$ cat config.mk
export PLATFORM = sky130hd
export DESIGN_NAME = next_waypoint_search
export DESIGN_NICKNAME = d
export VERILOG_FILES = /design/src/rtl/core/nws_pkg.sv /design/src/rtl/core/nws_ram.sv /design/src/rtl/core/nws_ctrl.sv /design/src/rtl/core/nws_dp.sv /design/src/rtl/core/next_waypoint_search.sv
export SDC_FILE = /design/constraint.sdc
export NUM_CORES = 2
export LEC_CHECK = 0
export ABC_CLOCK_PERIOD_IN_PS = 14800
export BUFFER_PORTS_ARGS = -buffer_cell sky130_fd_sc_hd__buf_2
export CAP_MARGIN = 20
export CORE_MARGIN = 3
export CORE_UTILIZATION = 55
export CTS_CLUSTER_DIAMETER = 50
export DETAILED_ROUTE_END_ITERATION = 7
export GPL_ROUTABILITY_DRIVEN = 1
export PLACE_DENSITY = 0.71
export SLEW_MARGIN = 10
export SYNTH_ARGS = -nofsm -noshare
export SYNTH_HDL_FRONTEND = slang
export SYNTH_SLANG_ARGS = --single-unit
$ cat constraint.sdc
create_clock -name clk -period 14.8 [get_ports clk]
set_input_delay 2.96 -clock clk [delete_from_list [all_inputs] [get_ports clk]]
set_output_delay 2.96 -clock clk [all_outputs]
set_load 0.01 [all_outputs]
$ cat src/rtl/core/nws_pkg.sv
// Shared constants, codes and controller/datapath interface types for the waypoint search.
package nws_pkg;

  // Table and coordinate sizes
  localparam int MAX_POINTS  = 16;
  localparam int COORD_WIDTH = 24;
  localparam int IDX_W       = $clog2(MAX_POINTS);
  localparam int CNT_W       = $clog2(MAX_POINTS + 1);
  localparam int PCOUNT_W    = 5;
  localparam int CFG_IDX_W   = 2;
  localparam int CFG_DATA_W  = COORD_WIDTH;

  // Magnitude of a coordinate difference and an exact squared distance
  localparam int MAG_W  = COORD_WIDTH + 1;
  localparam int DIST_W = 2 * MAG_W;

  // Input item modes
  localparam logic MODE_LOAD  = 1'b0;
  localparam logic MODE_QUERY = 1'b1;

  // Configuration register indexes
  typedef enum logic [CFG_IDX_W-1:0] {
    CFG_POINT_COUNT = 2'd0,
    CFG_BASE_X      = 2'd1,
    CFG_BASE_Y      = 2'd2
  } cfg_reg_t;

  // Controller states
  typedef enum logic [2:0] {
    ST_IDLE,
    ST_SCAN,
    ST_DRAIN,
    ST_BASE,
    ST_BPOS,
    ST_FINAL,
    ST_FETCH,
    ST_DONE
  } state_t;

  // What a distance pipeline entry measures
  typedef enum logic [1:0] {
    KIND_SCAN,   // stored waypoint against current position
    KIND_PT,     // nearest waypoint against base point
    KIND_POS     // current position against base point
  } kind_t;

  // Table read address source
  typedef enum logic [1:0] {
    ADDR_SCAN,
    ADDR_BEST,
    ADDR_CHOSEN
  } addr_sel_t;

  typedef struct packed {
    logic             load_wr;    // write a waypoint entry
    logic             capture;    // latch query position and point count
    logic             rd_en;
    addr_sel_t        addr_sel;
    logic [IDX_W-1:0] scan_addr;
    logic             issue;      // launch an entry into the distance pipeline
    kind_t            kind;
    logic             out_load;   // fill the result register
  } dp_cmd_t;

  typedef struct packed {
    logic             pipe_busy;
    logic             out_busy;
    logic [CNT_W-1:0] count;
  } dp_status_t;

endpackage

$ cat src/rtl/core/nws_ram.sv
// Generic single-write, single-read RAM with registered read data.
module nws_ram #(
  parameter int WIDTH = 8,
  parameter int DEPTH = 16
) (
  input  logic                     clk,
  input  logic                     wr_en,
  input  logic [$clog2(DEPTH)-1:0] wr_addr,
  input  logic [WIDTH-1:0]         wr_data,
  input  logic                     rd_en,
  input  logic [$clog2(DEPTH)-1:0] rd_addr,
  output logic [WIDTH-1:0]         rd_data
);

  logic [WIDTH-1:0] mem [DEPTH];

  // Write port
  always_ff @(posedge clk) begin
    if (wr_en) begin
      mem[wr_addr] <= wr_data;
    end
  end

  // Registered read, held while not enabled
  always_ff @(posedge clk) begin
    if (rd_en) begin
      rd_data <= mem[rd_addr];
    end
  end

endmodule

$ cat src/rtl/core/nws_ctrl.sv
// Sequencer for loads, the table scan, the base comparison and result hand-off.
module nws_ctrl (
  input  logic                clk,
  input  logic                rst,
  input  logic                in_valid,
  input  logic                mode,
  output logic                in_ready,
  input  nws_pkg::dp_status_t st,
  output nws_pkg::dp_cmd_t    cmd
);
  import nws_pkg::*;

  state_t           state, state_next;
  logic [CNT_W-1:0] cnt, cnt_next;
  logic             accept;
  logic             scan_last;

  assign accept    = in_valid && in_ready;
  assign scan_last = (cnt + CNT_W'(1)) == st.count;

  // State and scan counter
  always_ff @(posedge clk) begin
    if (rst) begin
      state <= ST_IDLE;
      cnt   <= '0;
    end else begin
      state <= state_next;
      cnt   <= cnt_next;
    end
  end

  // Next state
  always_comb begin
    state_next = state;
    cnt_next   = cnt;
    unique case (state)
      ST_IDLE: begin
        if (in_valid && mode == MODE_QUERY) begin
          state_next = ST_SCAN;
          cnt_next   = '0;
        end
      end
      ST_SCAN: begin
        cnt_next = cnt + CNT_W'(1);
        if (scan_last) begin
          state_next = ST_DRAIN;
        end
      end
      ST_DRAIN: begin
        if (!st.pipe_busy) begin
          state_next = ST_BASE;
        end
      end
      ST_BASE:  state_next = ST_BPOS;
      ST_BPOS:  state_next = ST_FINAL;
      ST_FINAL: begin
        if (!st.pipe_busy) begin
          state_next = ST_FETCH;
        end
      end
      ST_FETCH: state_next = ST_DONE;
      ST_DONE: begin
        if (!st.out_busy) begin
          state_next = ST_IDLE;
        end
      end
      default:  state_next = ST_IDLE;
    endcase
  end

  // Outputs
  always_comb begin
    in_ready      = 1'b0;
    cmd           = '0;
    cmd.addr_sel  = ADDR_SCAN;
    cmd.kind      = KIND_SCAN;
    cmd.scan_addr = cnt[IDX_W-1:0];
    unique case (state)
      ST_IDLE: begin
        in_ready    = 1'b1;
        cmd.load_wr = accept && mode == MODE_LOAD;
        cmd.capture = accept && mode == MODE_QUERY;
      end
      ST_SCAN: begin
        cmd.rd_en = 1'b1;
        cmd.issue = 1'b1;
      end
      ST_BASE: begin
        cmd.rd_en    = 1'b1;
        cmd.addr_sel = ADDR_BEST;
        cmd.issue    = 1'b1;
        cmd.kind     = KIND_PT;
      end
      ST_BPOS: begin
        cmd.issue = 1'b1;
        cmd.kind  = KIND_POS;
      end
      ST_FETCH: begin
        cmd.rd_en    = 1'b1;
        cmd.addr_sel = ADDR_CHOSEN;
      end
      ST_DONE:  cmd.out_load = !st.out_busy;
      default: ;
    endcase
  end

endmodule

$ cat src/rtl/core/nws_dp.sv
// Datapath: waypoint table, configuration registers, distance pipeline and result register.
module nws_dp (
  input  logic                                clk,
  input  logic                                rst,
  input  nws_pkg::dp_cmd_t                    cmd,
  output nws_pkg::dp_status_t                 st,
  input  logic                                cfg_valid,
  input  logic [nws_pkg::CFG_IDX_W-1:0]       cfg_index,
  input  logic [nws_pkg::CFG_DATA_W-1:0]      cfg_data,
  input  logic [nws_pkg::IDX_W-1:0]           point_index,
  input  logic signed [nws_pkg::COORD_WIDTH-1:0] pos_x,
  input  logic signed [nws_pkg::COORD_WIDTH-1:0] pos_y,
  output logic                                out_valid,
  input  logic                                out_ready,
  output logic [nws_pkg::IDX_W-1:0]           nearest_index,
  output logic [nws_pkg::IDX_W-1:0]           next_index,
  output logic signed [nws_pkg::COORD_WIDTH-1:0] next_x,
  output logic signed [nws_pkg::COORD_WIDTH-1:0] next_y
);
  import nws_pkg::*;

  localparam int CW = COORD_WIDTH;

  // Configuration and query registers
  logic [PCOUNT_W-1:0]  point_count;
  logic signed [CW-1:0] base_x, base_y;
  logic signed [CW-1:0] cur_x, cur_y;
  logic [CNT_W-1:0]     count, count_sat;

  // Table
  logic [IDX_W-1:0]     rd_addr;
  logic [2*CW-1:0]      ram_q;
  logic signed [CW-1:0] ram_x, ram_y;

  // Distance pipeline
  logic                 v0, v1, v2;
  kind_t                kind0, kind1, kind2;
  logic [IDX_W-1:0]     idx0, idx1, idx2;
  logic signed [CW-1:0] ax, ay, bx, by;
  logic signed [MAG_W-1:0] dx, dy;
  logic [MAG_W-1:0]     mag_x_c, mag_y_c, mag_x, mag_y;
  logic [DIST_W-1:0]    sqx_c, sqy_c, sq_x, sq_y, dist_sum;

  // Search results
  logic [IDX_W-1:0]     best, chosen;
  logic [DIST_W-1:0]    best_dist, dist_pt, dist_pos;
  logic                 advance;

  // Configuration writes
  always_ff @(posedge clk) begin
    if (rst) begin
      point_count <= PCOUNT_W'(10);
      base_x      <= '0;
      base_y      <= '0;
    end else if (cfg_valid) begin
      case (cfg_index)
        CFG_POINT_COUNT: point_count <= cfg_data[PCOUNT_W-1:0];
        CFG_BASE_X:      base_x      <= cfg_data[CW-1:0];
        CFG_BASE_Y:      base_y      <= cfg_data[CW-1:0];
        default: ;
      endcase
    end
  end

  // Count in use: zero counts as one, large values clamp to the table size
  always_comb begin
    if (point_count == '0) begin
      count_sat = CNT_W'(1);
    end else if (int'(point_count) > MAX_POINTS) begin
      count_sat = CNT_W'(MAX_POINTS);
    end else begin
      count_sat = CNT_W'(point_count);
    end
  end

  // Query capture
  always_ff @(posedge clk) begin
    if (cmd.capture) begin
      cur_x <= pos_x;
      cur_y <= pos_y;
      count <= count_sat;
    end
  end

  // Table read address
  always_comb begin
    case (cmd.addr_sel)
      ADDR_BEST:   rd_addr = best;
      ADDR_CHOSEN: rd_addr = chosen;
      default:     rd_addr = cmd.scan_addr;
    endcase
  end

  nws_ram #(
    .WIDTH (2 * CW),
    .DEPTH (MAX_POINTS)
  ) u_table (
    .clk     (clk),
    .wr_en   (cmd.load_wr),
    .wr_addr (point_index),
    .wr_data ({pos_x, pos_y}),
    .rd_en   (cmd.rd_en),
    .rd_addr (rd_addr),
    .rd_data (ram_q)
  );

  assign ram_x = ram_q[2*CW-1:CW];
  assign ram_y = ram_q[CW-1:0];

  // Pipeline control: stage 0 lines up with the table read data
  always_ff @(posedge clk) begin
    if (rst) begin
      v0 <= 1'b0;
      v1 <= 1'b0;
      v2 <= 1'b0;
    end else begin
      v0 <= cmd.issue;
      v1 <= v0;
      v2 <= v1;
    end
  end

  always_ff @(posedge clk) begin
    kind0 <= cmd.kind;
    idx0  <= rd_addr;
    kind1 <= kind0;
    idx1  <= idx0;
    kind2 <= kind1;
    idx2  <= idx1;
  end

  // Operand selection per entry kind
  always_comb begin
    case (kind0)
      KIND_PT: begin
        ax = ram_x;  ay = ram_y;
        bx = base_x; by = base_y;
      end
      KIND_POS: begin
        ax = cur_x;  ay = cur_y;
        bx = base_x; by = base_y;
      end
      default: begin
        ax = ram_x;  ay = ram_y;
        bx = cur_x;  by = cur_y;
      end
    endcase
  end

  // Stage 1: absolute differences
  assign dx      = MAG_W'(ax) - MAG_W'(bx);
  assign dy      = MAG_W'(ay) - MAG_W'(by);
  assign mag_x_c = dx[MAG_W-1] ? MAG_W'(-dx) : MAG_W'(dx);
  assign mag_y_c = dy[MAG_W-1] ? MAG_W'(-dy) : MAG_W'(dy);

  always_ff @(posedge clk) begin
    mag_x <= mag_x_c;
    mag_y <= mag_y_c;
  end

  // Stage 2: squares
  assign sqx_c = mag_x * mag_x;
  assign sqy_c = mag_y * mag_y;

  always_ff @(posedge clk) begin
    sq_x <= sqx_c;
    sq_y <= sqy_c;
  end

  // Stage 3: sum and keep; a later entry wins a tie
  assign dist_sum = sq_x + sq_y;

  always_ff @(posedge clk) begin
    if (rst) begin
      best <= '0;
    end else if (v2) begin
      case (kind2)
        KIND_PT:  dist_pt  <= dist_sum;
        KIND_POS: dist_pos <= dist_sum;
        default: begin
          if (idx2 == '0 || dist_sum <= best_dist) begin
            best      <= idx2;
            best_dist <= dist_sum;
          end
        end
      endcase
    end
  end

  // Advance one entry when the nearest point is no closer to base than we are and is not the last entry in use
  assign advance = (dist_pt >= dist_pos) && ((CNT_W'(best) + CNT_W'(1)) < count);
  assign chosen  = advance ? best + IDX_W'(1) : best;

  // Result register
  always_ff @(posedge clk) begin
    if (rst) begin
      out_valid <= 1'b0;
    end else if (cmd.out_load) begin
      out_valid <= 1'b1;
    end else if (out_ready) begin
      out_valid <= 1'b0;
    end
  end

  always_ff @(posedge clk) begin
    if (cmd.out_load) begin
      nearest_index <= best;
      next_index    <= chosen;
      next_x        <= ram_x;
      next_y        <= ram_y;
    end
  end

  assign st.pipe_busy = v0 || v1 || v2;
  assign st.out_busy  = out_valid && !out_ready;
  assign st.count     = count;

endmodule

$ cat src/rtl/core/next_waypoint_search.sv
// Top level of the next-waypoint search: nearest stored waypoint with a one-step advance.
// A load item is written into the table; the next item is accepted in the cycle after it.
// A query scans N entries (point_count, zero taken as one, capped at 16), one read per
// cycle, through a three-stage distance pipeline, then measures base distances: its
// result is loaded after the pipeline drains and the chosen entry is read; the next item
// is taken in the cycle after the load, or later still while an earlier result waits.
// Synchronous reset sets point_count to 10 and the base point to zero; table is unwritten.
module next_waypoint_search (
  input  logic                                   clk,
  input  logic                                   rst,
  input  logic                                   in_valid,
  output logic                                   in_ready,
  input  logic                                   mode,
  input  logic [nws_pkg::IDX_W-1:0]              point_index,
  input  logic signed [nws_pkg::COORD_WIDTH-1:0] pos_x,
  input  logic signed [nws_pkg::COORD_WIDTH-1:0] pos_y,
  output logic                                   out_valid,
  input  logic                                   out_ready,
  output logic [nws_pkg::IDX_W-1:0]              nearest_index,
  output logic [nws_pkg::IDX_W-1:0]              next_index,
  output logic signed [nws_pkg::COORD_WIDTH-1:0] next_x,
  output logic signed [nws_pkg::COORD_WIDTH-1:0] next_y,
  input  logic                                   cfg_valid,
  output logic                                   cfg_ready,
  input  logic [nws_pkg::CFG_IDX_W-1:0]          cfg_index,
  input  logic [nws_pkg::CFG_DATA_W-1:0]         cfg_data
);
  import nws_pkg::*;

  dp_cmd_t    cmd;
  dp_status_t st;

  // Registers are always writable
  assign cfg_ready = 1'b1;

  nws_ctrl u_ctrl (
    .clk      (clk),
    .rst      (rst),
    .in_valid (in_valid),
    .mode     (mode),
    .in_ready (in_ready),
    .st       (st),
    .cmd      (cmd)
  );

  nws_dp u_dp (
    .clk           (clk),
    .rst           (rst),
    .cmd           (cmd),
    .st            (st),
    .cfg_valid     (cfg_valid),
    .cfg_index     (cfg_index),
    .cfg_data      (cfg_data),
    .point_index   (point_index),
    .pos_x         (pos_x),
    .pos_y         (pos_y),
    .out_valid     (out_valid),
    .out_ready     (out_ready),
    .nearest_index (nearest_index),
    .next_index    (next_index),
    .next_x        (next_x),
    .next_y        (next_y)
  );

  // Nothing is in flight in the distance pipeline while items are taken
  a_idle_pipe: assert property (@(posedge clk) disable iff (rst)
    in_ready |-> !st.pipe_busy)
    else $error("distance pipeline busy while accepting items");

  // A query closes the input until its search is over
  a_query_blocks: assert property (@(posedge clk) disable iff (rst)
    (in_valid && in_ready && mode == MODE_QUERY) |=> !in_ready)
    else $error("input still open after a query item");

  // The chosen entry is the nearest one or the one after it
  a_advance_one: assert property (@(posedge clk) disable iff (rst)
    out_valid |-> (next_index == nearest_index ||
                   next_index == nearest_index + IDX_W'(1)))
    else $error("chosen index is not nearest or nearest plus one");

  // A new result never overwrites one still waiting to be taken
  a_no_overwrite: assert property (@(posedge clk) disable iff (rst)
    cmd.out_load |-> !(out_valid && !out_ready))
    else $error("result register loaded while occupied");

endmodule
# Word level (Yosys, flattened, before mapping)
# Memories as Yosys holds them, arrays and structs flattened. A register that Yosys moved wholly into a read port is not among the register bits.
# Index checks and enable logic that the tools add are counted.
dict set report classes {
  n_mux 28
  bitwise 3
  shift 0
  add_sub_neg 8
  n_div 0
  eq_ne 21
  order_cmp 4
  n_reduce_logical 31
  n_mul 2
}
# operator count
set op_table {}
lappend op_table {{$mux 24} 6}
lappend op_table {{$mul 25x25->50} 2}
lappend op_table {{$add 50x50->50} 1}
lappend op_table {{$ge 50x50->1} 1}
lappend op_table {{$le 50x50->1} 1}
lappend op_table {{$neg 25->25} 2}
lappend op_table {{$sub 24x24->25} 2}
lappend op_table {{$pmux 3 s8} 1}
lappend op_table {{$mux 3} 5}
lappend op_table {{$eq 3x3->1 const B} 4}
lappend op_table {{$mux 5} 2}
lappend op_table {{$pmux 5 s2} 1}
lappend op_table {{$reduce_and 3->1} 3}
lappend op_table {{$eq 2x1->1 const B} 4}
lappend op_table {{$eq 2x2->1 const B} 4}
lappend op_table {{$mux 1} 8}
lappend op_table {{$pmux 2 s2} 2}
lappend op_table {{$pmux 4 s2} 1}
lappend op_table {{$reduce_and 2->1} 4}
lappend op_table {{$eq 3x2->1 const B} 2}
lappend op_table {{$logic_and 1x1->1} 6}
lappend op_table {{$ne 2x2->1 const B} 3}
lappend op_table {{$reduce_or 2->1} 3}
lappend op_table {{$reduce_or 3->1} 2}
lappend op_table {{other kinds (20)} 27}
dict set report totals {
  in_bits 84
  mem_bits_ro 0
  memories 1
  ramBits 768
  output_inout_bits 59
  ff_bits 496
  latchBits 0
}
# name depth width rd rd_ports_with_merged_regs wr line_no
set mem_list {}
lappend mem_list {u_dp.u_table.mem 16 48 1 1 1 nws_ram.sv:15} ;# logic [WIDTH-1:0] mem [DEPTH];

# Depth between registers and ports, before layout
dict set report logic_depth {
  depth_word 7
  mapped_depth 30
}

# Hierarchy
# Synthesis repeated with hierarchy kept, for this count alone.
dict set report hier_totals {
  cells_unflattened 7274
  area_unflattened_um2 89096.7
}
# mod seq_area_each_um2 instances area_each_um2 cells_each
set by_module_without_submodules {}
lappend by_module_without_submodules {nws_dp 12321.8 1 58274.6 5947}
lappend by_module_without_submodules {nws_ram 24503.5 1 30171.4 1242}
lappend by_module_without_submodules {nws_ctrl 160.2 1 639.4 83}
lappend by_module_without_submodules {next_waypoint_search 0.0 1 11.3 2}

# Worst setup path after synthesis
# OpenSTA, ideal clock, no wires.
dict set report synth_timing {
  path_type {reg-to-reg}
  from {register u_dp.mag_x[3]}
  to {register u_dp.sq_x[47]}
  arrival_time_ns 7.383
  setup_ns 0.072
  path_stages_with_launch 31
  period_less_slack_ns 7.455
  setup_slack_ns 7.345
  path_cell_list {dfxtp_1 -> clkbuf_1 -> clkbuf_1 -> nand2_1 -> fa_1 -> inv_1 -> fa_1 -> inv_1 -> fa_1 -> inv_1 -> fa_1 -> inv_1 -> fa_1 -> inv_1 -> fa_1 -> inv_1 -> fa_1 -> inv_1 -> ha_1 -> clkbuf_1 -> nand3_1 -> nor2_1 -> nand2_1 -> a2111oi_0 -> o31ai_1 -> a21oi_1 -> o21ai_1 -> a31oi_1 -> a2111oi_0 -> nor3_1 -> xor2_1}
}
dict set report synth_between {
  elab_chain_cells 1
}
# item line_no
set synth_lines {}
lappend synth_lines {{start, declared} nws_dp.sv:41} ;# logic [MAG_W-1:0] mag_x_c, mag_y_c, mag_x, mag_y;
lappend synth_lines {{start signal, assigned} nws_dp.sv:157} ;# mag_x <= mag_x_c;
lappend synth_lines {{$mul 25x25->50} nws_dp.sv:162} ;# assign sqx_c = mag_x * mag_x;
lappend synth_lines {{net u_dp.sqx_c[47]} nws_dp.sv:42} ;# logic [DIST_W-1:0] sqx_c, sqy_c, sq_x, sq_y, dist_sum;
lappend synth_lines {{end signal, assigned} nws_dp.sv:166} ;# sq_x <= sqx_c;
lappend synth_lines {{end, declared} nws_dp.sv:42}
# The timed path passes the listed nets, and every way through them passes these cells.
# A chain may end at the register's enable or synchronous reset.

# Worst setup path after layout
dict set report layout_timing {
  from {register u_dp.mag_x[8]}
  to {register u_dp.sq_x[48]}
}
# Same word-level chain as after synthesis.

==> metrics.csv <==
metric;value;unit
whs_endpoint;u_dp.idx2[2];
synthAdderAreaFrac;29.10;%
drtIter0Drc;4686;
start_util;55.50;%
hp-start;u_dp.idx1[2];
grt_max_degree;162;
dp_hpwl;149100;µm
cp-start-kind;register;
clock_latency;0.77;ns
clock_path_buffers;3;
htree_num_levels;4;
vias;56360;
fp.dieH;409.0;µm
crit_path_end_kind;register;
maxSlewViolCount;0;
numCtsBuffers;146;
rows;147;
fin_cells;10060;
worst_slew_pin_slew;1.180;ns
yosys_warnings;0;
fillers;12730;
avgSynthCellArea;11.68;µm²
fin_crit_sh;55.02;%
antenna_found_initial;26;
gp_congestion;0.9359;
cp.arrival;8.77;ns
setup_viol;0;
port-buffer-count;141;
ys_seq_area_share;41.41;%
ys.flop_type;edfxtp_1;
yosysTopAreaCellShare;36.14;%
cts_resized;0;
crit_path_max_fanout;22;
drv_cap;0;
layout.nets;9376;
synth-edff-count;1075;
avgViaCountPerCell;5.600;
cp.required;15.43;ns
place_inst;9783;
tritoncts;done;
crit_type;reg -> reg;
synth_top_cells_by_count;inv_1 (1488), edfxtp_1 (1075), fa_1 (934);
fin_crit;8.142;ns
syn2layout_area_growth;8.784;%
die_area;0.1673;mm²
drc;0;
r2r_start;u_dp.mag_x[8];
cts-root-buf;clkbuf_16;
final_core_util;60.38;%
place_ws;6.314;ns
rsz0062_at_grt;false;
whs_path_depth;0;
synth-xor-area-share;2.353;%
netlist_top_cells_area;edfxtp_1 (36%), fa_1 (21%), ha_1 (8.2%);
layout_setup_ws;6.658;ns
clock_sinks;1310;
avgRoutedWirePerCell;21.62;µm
synth_top_area_cell;edfxtp_1;
synth_mux_area_share;4.153;%
maxSlewHeadroom;20.70;%
hold_path_class;reg -> reg;
synthCells;7647;
clk_pin_slew;0.06;ns
ys_async_sr_fraction;0;%
track_usage;26.28;%
grt_overflow;0;
yosysMostFrequentCell;inv_1;
drtPass1Iterations;5;
antenna_left;0;
die_x;409.0;µm
status;completed;
fmax;0.1228;GHz
routed_wl;217600;µm
grt_first_pass_wirelength;337300;µm
ys_ff_latch;1310;
fin_skew;0.05242;ns
netlist_area;0.08932;mm²
core;0.1609;mm²
drive_gt1_share;8.514;%
postCtsSetupBuffers;0;
cts_hold_buf;0;
synth_nets;9248;
synth_cell_type_count;89;
r2r_cells;24;
synth-compound-area-share;6.774;%
regToRegSetupSlack;6.66;ns
tns;0;ns
regToRegEndpoint;u_dp.sq_x[48];
first_global_vias;59230;
finalHoldViolations;0;
synth-simple-area-share;8.657;%
synth_top_family_by_area;adder cells;
ios;143;
-- per-stage QoR --
stage / cell area (µm²) / hold WS, ns
after global routing: 97140 / 0.3325
after floorplan: 89320 / 0.3096
after CTS: 97110 / 0.3115
after detailed placement: 92450 / 0.3121
after global placement: 92450 / 0.3104
final: 97170 / 0.3075
-- flip-flops by register name (all words and copies together) (netlist names), 5 cells and up --
signal and count:
u_ctrl.cnt 5, u_dp.base_x 24, u_dp.base_y 24, u_dp.best_dist 50, u_dp.count 5, u_dp.cur_x 24, u_dp.cur_y 24, u_dp.dist_pos 50
u_dp.dist_pt 50, u_dp.mag_x 25, u_dp.mag_y 25, u_dp.next_x 24, u_dp.next_y 24, u_dp.point_count 5, u_dp.sq_x 49, u_dp.sq_y 49
u_dp.u_table.mem 768, u_dp.u_table.rd_data 48
-- cell usage in the layout (no fill, tap or decap), types with 129 or more instances in the layout --
cell type,count
ha_1,582
a21oi_1,242
and2_1,259
a32o_1,145
nor2_1,204
dfxtp_1,234
buf_2,142
xnor2_1,160
mux2i_1,203
clkbuf_16,146
mux2_2,149
fa_1,934
nand2_1,791
a21o_1,129
edfxtp_1,1075
inv_1,1487
-- final cells by class --
cell class / instances / area, µm² / area share, %
antenna: 10 / 25.02 / 0.02575
clock buffer: 193 / 3880 / 3.993
clock inverter: 73 / 775.7 / 0.7984
inverter: 1491 / 5599 / 5.762
multi-input combinational: 4593 / 45780 / 47.12
sequential: 1310 / 36990 / 38.06
tap: 2160 / 2703 / 2.781
timing repair buffer: 233 / 1415 / 1.456
-- logic make-up (layout without fill, tap and decap cells) --
family / count (synthesis) / after routing
buffers and inverters: 1744 / 1990
AND/OR/NAND/NOR: 1621 / 1621
adder cells (fa/ha/maj): 1517 / 1517
flip-flops: 1310 / 1310
AO/OA/AOI/OAI: 862 / 862
multiplexers: 352 / 352
XOR/XNOR: 240 / 240
other: 1 / 11
-- metal layers --
layer  global-route usage (%)  share of wire [%]  wire (µm)
met5                        0              0.079        172
met4                    8.864                3.5       7610
met3                    5.243                7.7      16770
met2                    43.76                 48     105100
met1                    34.57                 40      87890
-- worst max-delay path, cell delays in order, from the launching register on --
cell       delay [ns]
dfxtp_1          1.01
nand2_1          0.27
fa_1             0.58
inv_1            0.06
fa_1             0.50
inv_1            0.05
fa_1             0.47
fa_1             0.51
inv_1            0.05
fa_1             0.49
fa_1             0.49
inv_1            0.07
fa_1             0.57
inv_1            0.07
ha_1             0.36
a21o_1           0.19
a21o_1           0.17
a21oi_1          0.17
o21bai_1         0.08
a221o_1          0.37
a2111oi_0        0.63
o31ai_1          0.20
a21oi_1          0.36
o41ai_1          0.17
xor2_1           0.15
-- how the worst max path moves through the flow --
stage	startpoint	to	slack [ns]	cells after the start
floorplan	u_dp.mag_x[3]	u_dp.sq_x[47]	7.34	30
global placement	u_dp.mag_x[8]	u_dp.sq_x[49]	6.52	25
detailed placement	u_dp.mag_x[8]	u_dp.sq_x[47]	6.31	25
CTS	u_dp.mag_x[8]	u_dp.sq_x[47]	6.29	25
global route	u_dp.mag_x[8]	u_dp.sq_x[49]	6.12	25
finish	u_dp.mag_x[8]	u_dp.sq_x[48]	6.66	24
Power is left out: the tool's default activity adds up to more than one toggle a clock period on the data nets, which glitch-free logic cannot reach.
